==> config.mk <==
export PLATFORM = sky130hd
export DESIGN_NAME = binary_heap_root_remove
export DESIGN_NICKNAME = d
export VERILOG_FILES = /design/src/hw/rtl/bhr_pkg.sv /design/src/hw/rtl/bhr_store.sv /design/src/hw/rtl/binary_heap_root_remove.sv
export SDC_FILE = /design/constraint.sdc
export NUM_CORES = 2
export LEC_CHECK = 0
export BUFFER_PORTS_ARGS = -buffer_cell sky130_fd_sc_hd__clkbuf_2
export CELL_PAD_IN_SITES_DETAIL_PLACEMENT = 0
export CELL_PAD_IN_SITES_GLOBAL_PLACEMENT = 2
export CORE_ASPECT_RATIO = 1.4
export CORE_UTILIZATION = 42
export DETAILED_ROUTE_END_ITERATION = 12
export GPL_TIMING_DRIVEN = 0
export PLACE_DENSITY_LB_ADDON = 0.1
export SLEW_MARGIN = 40
export SYNTH_ARGS = -nofsm -noshare
export SYNTH_HDL_FRONTEND = slang
export SYNTH_SLANG_ARGS = --single-unit
==> constraint.sdc <==
create_clock -name clk_i -period 16.6 [get_ports clk_i]
set_clock_uncertainty 0.2 [all_clocks]
set_input_delay 0.83 -clock clk_i [delete_from_list [all_inputs] [get_ports clk_i]]
set_output_delay 0.83 -clock clk_i [all_outputs]
set_load 0.02 [all_outputs]
==> src/hw/rtl/bhr_pkg.sv <==
package bhr_pkg;

  // Request kinds
  localparam logic KIND_APPEND = 1'b0;
  localparam logic KIND_REMOVE = 1'b1;

  // Result status codes
  localparam logic [1:0] STATUS_DONE  = 2'd0;
  localparam logic [1:0] STATUS_EMPTY = 2'd1;
  localparam logic [1:0] STATUS_FULL  = 2'd2;

  typedef enum logic [6:0] {
    ST_IDLE   = 7'b0000001,
    ST_FETCH  = 7'b0000010,
    ST_LOAD   = 7'b0000100,
    ST_LVL_RD = 7'b0001000,
    ST_PICK   = 7'b0010000,
    ST_SWAP   = 7'b0100000,
    ST_RESULT = 7'b1000000
  } bhr_state_e;

endpackage

==> src/hw/rtl/bhr_store.sv <==
module bhr_store #(
  parameter int unsigned DEPTH     = 64,
  parameter int unsigned WORD_BITS = 32,
  localparam int unsigned AddrW    = (DEPTH > 1) ? $clog2(DEPTH) : 1
) (
  input  logic                 clk_i,
  input  logic                 we_i,
  input  logic [AddrW-1:0]     waddr_i,
  input  logic [WORD_BITS-1:0] wdata_i,
  input  logic [AddrW-1:0]     raddr_a_i,
  input  logic [AddrW-1:0]     raddr_b_i,
  output logic [WORD_BITS-1:0] rdata_a_o,
  output logic [WORD_BITS-1:0] rdata_b_o
);

  logic [WORD_BITS-1:0] mem_q [DEPTH];

  always_ff @(posedge clk_i) begin
    if (we_i) begin
      mem_q[waddr_i] <= wdata_i;
    end
  end

  // Registered read on both ports
  always_ff @(posedge clk_i) begin
    rdata_a_o <= mem_q[raddr_a_i];
    rdata_b_o <= mem_q[raddr_b_i];
  end

endmodule

==> src/hw/rtl/binary_heap_root_remove.sv <==
// Channel   Direction  Signals                                   Handshake
// request   in         kind_i, value_i                           start_i & !busy_o
// result    out        top_value_o, entry_count_o, status_o      done_o, one cycle
// config    in         cfg_heap_order_i                          cfg_valid_i & cfg_ready_o
//
// Append and rejected requests raise done_o in the cycle after the accepting edge.
// Remove walks the heap with one shared comparator: FETCH and LOAD fetch the last entry
// (LOAD goes straight to done_o when that empties the heap), then each level runs read,
// pick and swap until the walk ends at a leaf or a compare stops it. busy_o drops after
// the done_o cycle; no result stall.
// Reset empties the heap and selects min ordering; the store itself is not cleared.
module binary_heap_root_remove
  import bhr_pkg::*;
#(
  parameter int unsigned DEPTH     = 64,
  parameter int unsigned WORD_BITS = 32,
  localparam int unsigned AddrW    = (DEPTH > 1) ? $clog2(DEPTH) : 1,
  localparam int unsigned CntW     = $clog2(DEPTH + 1)
) (
  input  logic               clk_i,
  input  logic               rst_ni,
  input  logic               start_i,
  output logic               busy_o,
  input  logic               kind_i,
  input  logic signed [31:0] value_i,
  output logic               done_o,
  output logic signed [31:0] top_value_o,
  output logic [CntW-1:0]    entry_count_o,
  output logic [1:0]         status_o,
  input  logic               cfg_valid_i,
  output logic               cfg_ready_o,
  input  logic               cfg_heap_order_i
);

  localparam int unsigned IdxW = AddrW + 2;

  bhr_state_e state_q, state_d;
  logic [CntW-1:0]  count_q, count_d;
  logic [AddrW-1:0] idx_q, idx_d;
  logic [AddrW-1:0] pick_q, pick_d;
  logic [1:0]       status_q, status_d;
  logic             order_q;

  logic signed [WORD_BITS-1:0] x_q, x_d;
  logic signed [WORD_BITS-1:0] child_q, child_d;
  logic signed [WORD_BITS-1:0] top_q;

  logic                 we;
  logic [AddrW-1:0]     waddr;
  logic [WORD_BITS-1:0] wdata;
  logic [AddrW-1:0]     raddr_a, raddr_b;
  logic [WORD_BITS-1:0] rdata_a, rdata_b;

  logic signed [WORD_BITS-1:0] cmp_a, cmp_b;
  logic                        cmp_better;

  logic [IdxW-1:0]     left_idx, right_idx, count_ext;
  logic signed [63:0]  value_wide;
  logic signed [63:0]  top_wide;

  assign left_idx   = {1'b0, idx_q, 1'b1};
  assign right_idx  = left_idx + IdxW'(1);
  assign count_ext  = IdxW'(count_q);
  assign value_wide = 64'(value_i);
  assign top_wide   = 64'(top_q);

  // Shared ordering comparator: true when cmp_a belongs above cmp_b
  assign cmp_better = order_q ? (cmp_a > cmp_b) : (cmp_a < cmp_b);

  bhr_store #(
    .DEPTH    (DEPTH),
    .WORD_BITS(WORD_BITS)
  ) u_store (
    .clk_i    (clk_i),
    .we_i     (we),
    .waddr_i  (waddr),
    .wdata_i  (wdata),
    .raddr_a_i(raddr_a),
    .raddr_b_i(raddr_b),
    .rdata_a_o(rdata_a),
    .rdata_b_o(rdata_b)
  );

  always_comb begin
    state_d  = state_q;
    count_d  = count_q;
    idx_d    = idx_q;
    pick_d   = pick_q;
    status_d = status_q;
    x_d      = x_q;
    child_d  = child_q;
    we       = 1'b0;
    waddr    = idx_q;
    wdata    = x_q;
    raddr_a  = AddrW'(count_q - CntW'(1));
    raddr_b  = right_idx[AddrW-1:0];
    cmp_a    = child_q;
    cmp_b    = x_q;

    unique case (state_q)
      ST_IDLE: begin
        if (start_i) begin
          state_d  = ST_RESULT;
          status_d = STATUS_DONE;
          if (kind_i == KIND_APPEND) begin
            if (count_q >= CntW'(DEPTH)) begin
              status_d = STATUS_FULL;
            end else begin
              we      = 1'b1;
              waddr   = AddrW'(count_q);
              wdata   = value_wide[WORD_BITS-1:0];
              count_d = count_q + CntW'(1);
            end
          end else if (count_q == '0) begin
            status_d = STATUS_EMPTY;
          end else begin
            state_d = ST_FETCH;
          end
        end
      end
      ST_FETCH: begin
        state_d = ST_LOAD;
      end
      ST_LOAD: begin
        x_d     = rdata_a;
        count_d = count_q - CntW'(1);
        idx_d   = '0;
        state_d = (count_q == CntW'(1)) ? ST_RESULT : ST_LVL_RD;
      end
      ST_LVL_RD: begin
        if (left_idx >= count_ext) begin
          // leaf reached: drop the sifted entry here
          we      = 1'b1;
          state_d = ST_RESULT;
        end else begin
          raddr_a = left_idx[AddrW-1:0];
          state_d = ST_PICK;
        end
      end
      ST_PICK: begin
        cmp_a = rdata_a;
        cmp_b = rdata_b;
        if (right_idx >= count_ext || cmp_better) begin
          pick_d  = left_idx[AddrW-1:0];
          child_d = rdata_a;
        end else begin
          pick_d  = right_idx[AddrW-1:0];
          child_d = rdata_b;
        end
        state_d = ST_SWAP;
      end
      ST_SWAP: begin
        we = 1'b1;
        if (cmp_better) begin
          // move the child up and descend
          wdata   = child_q;
          idx_d   = pick_q;
          state_d = ST_LVL_RD;
        end else begin
          state_d = ST_RESULT;
        end
      end
      ST_RESULT: begin
        state_d = ST_IDLE;
      end
      default: begin
        state_d = ST_IDLE;
      end
    endcase
  end

  always_ff @(posedge clk_i or negedge rst_ni) begin
    if (!rst_ni) begin
      state_q  <= ST_IDLE;
      count_q  <= '0;
      status_q <= STATUS_DONE;
      order_q  <= 1'b0;
    end else begin
      state_q  <= state_d;
      count_q  <= count_d;
      status_q <= status_d;
      if (cfg_valid_i && cfg_ready_o) begin
        order_q <= cfg_heap_order_i;
      end
    end
  end

  always_ff @(posedge clk_i) begin
    idx_q   <= idx_d;
    pick_q  <= pick_d;
    x_q     <= x_d;
    child_q <= child_d;
    // shadow the root so the result needs no extra read
    if (we && waddr == '0) begin
      top_q <= wdata;
    end
  end

  assign busy_o        = (state_q != ST_IDLE);
  assign cfg_ready_o   = 1'b1;
  assign done_o        = (state_q == ST_RESULT);
  assign entry_count_o = count_q;
  assign status_o      = status_q;
  assign top_value_o   = (count_q == '0) ? 32'sd0 : top_wide[31:0];

endmodule
==> summary.txt <==
Global route
  – Initial antenna violation count: 91
  – Total grt overflow: 0
  – Largest net degree at the start of global routing: 57
  – Vias in the first global route: 66310
  – Total GRT Usage: 0.4284
  – Global-route wire length before repair: 651700 um

Floorplanning
  – DIE AREA: 0.2334 mm2
  – Die width: 408.6 um
  – Die Ht: 571.2 um
  – FP Rows: 208
  – IO Count: 82
  – Initial Util: 0.4230
  – Core area: 0.2298 mm2

Synthesis
  – Most frequent cells after synthesis: edfxtp_1, clkbuf_1, mux4_2, o22ai_1, mux2i_1
  – Yosys warns: 0
  – Syn_nets: 6213
  – Mapped Area: 0.09719 mm2
  – Top-count cell post-synth: edfxtp_1
  – Top_reg_cell synth: edfxtp_1
  – Synth unique cells: 83
  – Post-synthesis cell count: 6126
  – Register area share after synthesis: 0.6837
  – Count of flip-flops with a built-in enable after synthesis: 2156
  – Top cell type's share of synthesized area: 0.6661
  – Yosys top cell by area: edfxtp_1
  – Share of flip-flops with an asynchronous set or reset: 0.007599
  – Mean Syn Cell Area: 15.87 um2
  – Seq cells post-synth: 2237
  – Top post-synthesis cells by area: edfxtp_1, mux4_2, mux2i_1, o221ai_1, o22ai_1

Run status
  – Status: finished, final reports clean

Critical path
  – Critical path endpoint category: flip-flop
  – WP data required: 17.03 ns
  – Buffers & Inverters on Critical Path: 5
  – Arr. time, crit path: 8.67 ns
  – Worst setup SP type: flip-flop
  – Worst stage delay on the critical path: 0.84 ns
  – Crit Path Category: reg2reg
  – Worst-path cell chain: inv_1, clkbuf_2, ha_1, and3b_1, o31ai_4, nand3_1, clkbuf_2, mux2i_2, buf_2, clkbuf_2, o211ai_1, o32ai_1, mux2i_1
  – Slowest CP cell: mux2i_2
  – Critical path's top delay family: buffers and inverters
  – Cell mode on critical path: clkbuf_2
  – CP max FO: 11

STA
  – Period minus WS final: 8.238 ns
  – Worst setup margin: 8.362 ns
  – Final hold violation count: 0
  – Hold Slack: 0.05266 ns
  – Final setup viols: 0
  – Worst-Margin Slew: 1.049 ns
  – Final period utilization: 0.4963
  – Max Freq: 121.4 MHz
  – Final Slew Violations: 0
  – Unrepaired setup endpoints after global routing: false
  – Max_slew headroom: 0.3007
  – Final TNS setup: 0 ns

Drt
  – Final WL: 508000 um
  – DRC: 0
  – Final ANT Viol Nets: 0
  – Wirelength per Cell: 50.56 um
  – Via count: 70540
  – 1st-iter DRT viols: 12360
  – Vias per cell: 7.021
  – Drt first pass iters: 10

Final layout
  – Area of the multi-input gates: 0.03005 mm2
  – Post-Route Utilization: 0.5062
  – Post-layout net count: 6819
  – Register area: 0.06645 mm2
  – Fraction of layout cells with a size suffix above 1: 0.2404
  – Fillcell total: 19200
  – Layout area overhead: 19.69%

CTS
  – H-tree Lvls: 4
  – CTS tree: done
  – Clock Sinks: 2237
  – Clk Latency, worst-skew pair: 0.90 ns
  – Max clock buf depth: 4
  – PostCTS Resize Cnt: 0
  – Clk slew on worst S/H paths: 0.07 ns
  – Num CTS Buffers: 225
  – CTS Root Cell: clkbuf_16
  – Post-CTS setup buffers: 0

Place
  – Pre-CTS setup slack: 8.563 ns
  – GP Congestion: 1.038
  – HPWL Detailed: 386000 um
  – I/O Buffers: 80

Hold path
  – Min-delay worst type: in2reg

Job
  – Max-cap violations: 0

Pwr
  – PwrDens: 218.8 mW/mm2
  – Lkg Pwr: 37.78 nW
  – Peak VDD IR: 166.9 uV
-- per-stage QoR --
stage | area, um2 | cells | total power, mW
finish | 116300 | 10050 | 25.45
global placement | 101400 | 9251 | 18.83
CTS | 116000 | 9942 | 24.66
global route | 116200 | 10010 | 25.27
detailed placement | 109200 | 9543 | 19.84
floorplan | 97190 | 6126 | 11.97
-- registers in the layout (all words and copies together), names as in the netlist --
name / flops
child_q: 32
u_store.rdata_b_o: 32
pick_q: 6
u_store.mem_q: 2048
entry_count_o: 7
u_store.rdata_a_o: 32
status_o: 2
top_q: 32
order_q: 1
x_q: 32
idx_q: 6
state_q: 7
-- worst paths after layout --
| kind | startpoint | to | slack (ns) | depth (start not counted) |
|---|---|---|---|---|
| worst min-delay path | start_i | state_q[0] | 0.05 | 2 |
| max in group asynchronous | rst_ni | state_q[0] | 15.58 | 2 |
| worst max-delay path | idx_q[0] | u_store.rdata_a_o[29] | 8.36 | 13 |
| worst min register to register | u_store.rdata_a_o[30] | x_q[30] | 0.27 | 0 |
| worst max register to register | idx_q[0] | u_store.rdata_a_o[29] | 8.36 | 13 |
| min in group asynchronous | rst_ni | entry_count_o[3] | 0.25 | 2 |
-- cell families after synthesis --
kind of cell | share of synthesized area
adders and majority gates | 0.006308
AOI/OAI and AO/OA | 0.1258
and+or+nand+nor | 0.03979
xor gates and xnor gates | 0.001622
other | 0.00003858
DFF | 0.6837
buffers and inverters | 0.02365
muxes | 0.1191
-- power by group --
| part | leakage [nW] | internal [mW] | switching, mW |
|---|---|---|---|
| Sequential | 20.2 | 6.65 | 0.0951 |
| Clock | 3.28 | 2.64 | 2.29 |
| Combinational | 14.3 | 3.47 | 10.3 |
| Total | 37.8 | 12.8 | 12.7 |
-- placed cells by master, fill, tap and decap left out, drive strengths merged, types with 93 or more instances in the layout --
master / instances
o221ai: 226
nand3: 111
o31ai: 134
mux2: 135
o22ai: 308
mux4: 320
clkinv: 95
clkbuf: 737
edfxtp: 2156
buf: 427
a21o: 133
o211ai: 93
nor2: 230
a21oi: 170
o21ai: 142
diode: 101
o2111ai: 97
nand2: 216
mux2i: 285
-- metal layers --
metal,GRT usage,routed length (um)
met5,0,105
met3,0.1302,60510
met2,0.6373,222500
met4,0.3939,55870
met1,0.4970,169000
-- cell type report --
cell class,count,area share
Antenna cell,101,0.002173
Buffer,502,0.01977
Clock buffer,286,0.05081
Clock inverter,110,0.006787
Inverter,89,0.002915
Multi-Input combinational cell,3298,0.2583
Sequential cell,2237,0.5712
Tap cell,3045,0.03275
Timing Repair Buffer,379,0.05530
-- worst register-to-register path, cell delays in order (launching register included) --
cell      delay [ns]
edfxtp_1        0.57
inv_1           0.73
clkbuf_2        0.64
ha_1            0.26
and3b_1         0.22
o31ai_4         0.44
nand3_1         0.58
clkbuf_2        0.49
mux2i_2         0.85
buf_2           0.73
clkbuf_2        0.80
o211ai_1        0.50
o32ai_1         0.56
mux2i_1         0.43
-- repair_timing --
| action | 4_1_cts | 5_1_grt |
|---|---|---|
| hold buffers | 3 | 0 |
| endpoints found under the hold margin | 17 | 0 |
| endpoints found under the setup margin | 0 | 0 |
No activity file was read; power rests on OpenSTA's default activity.
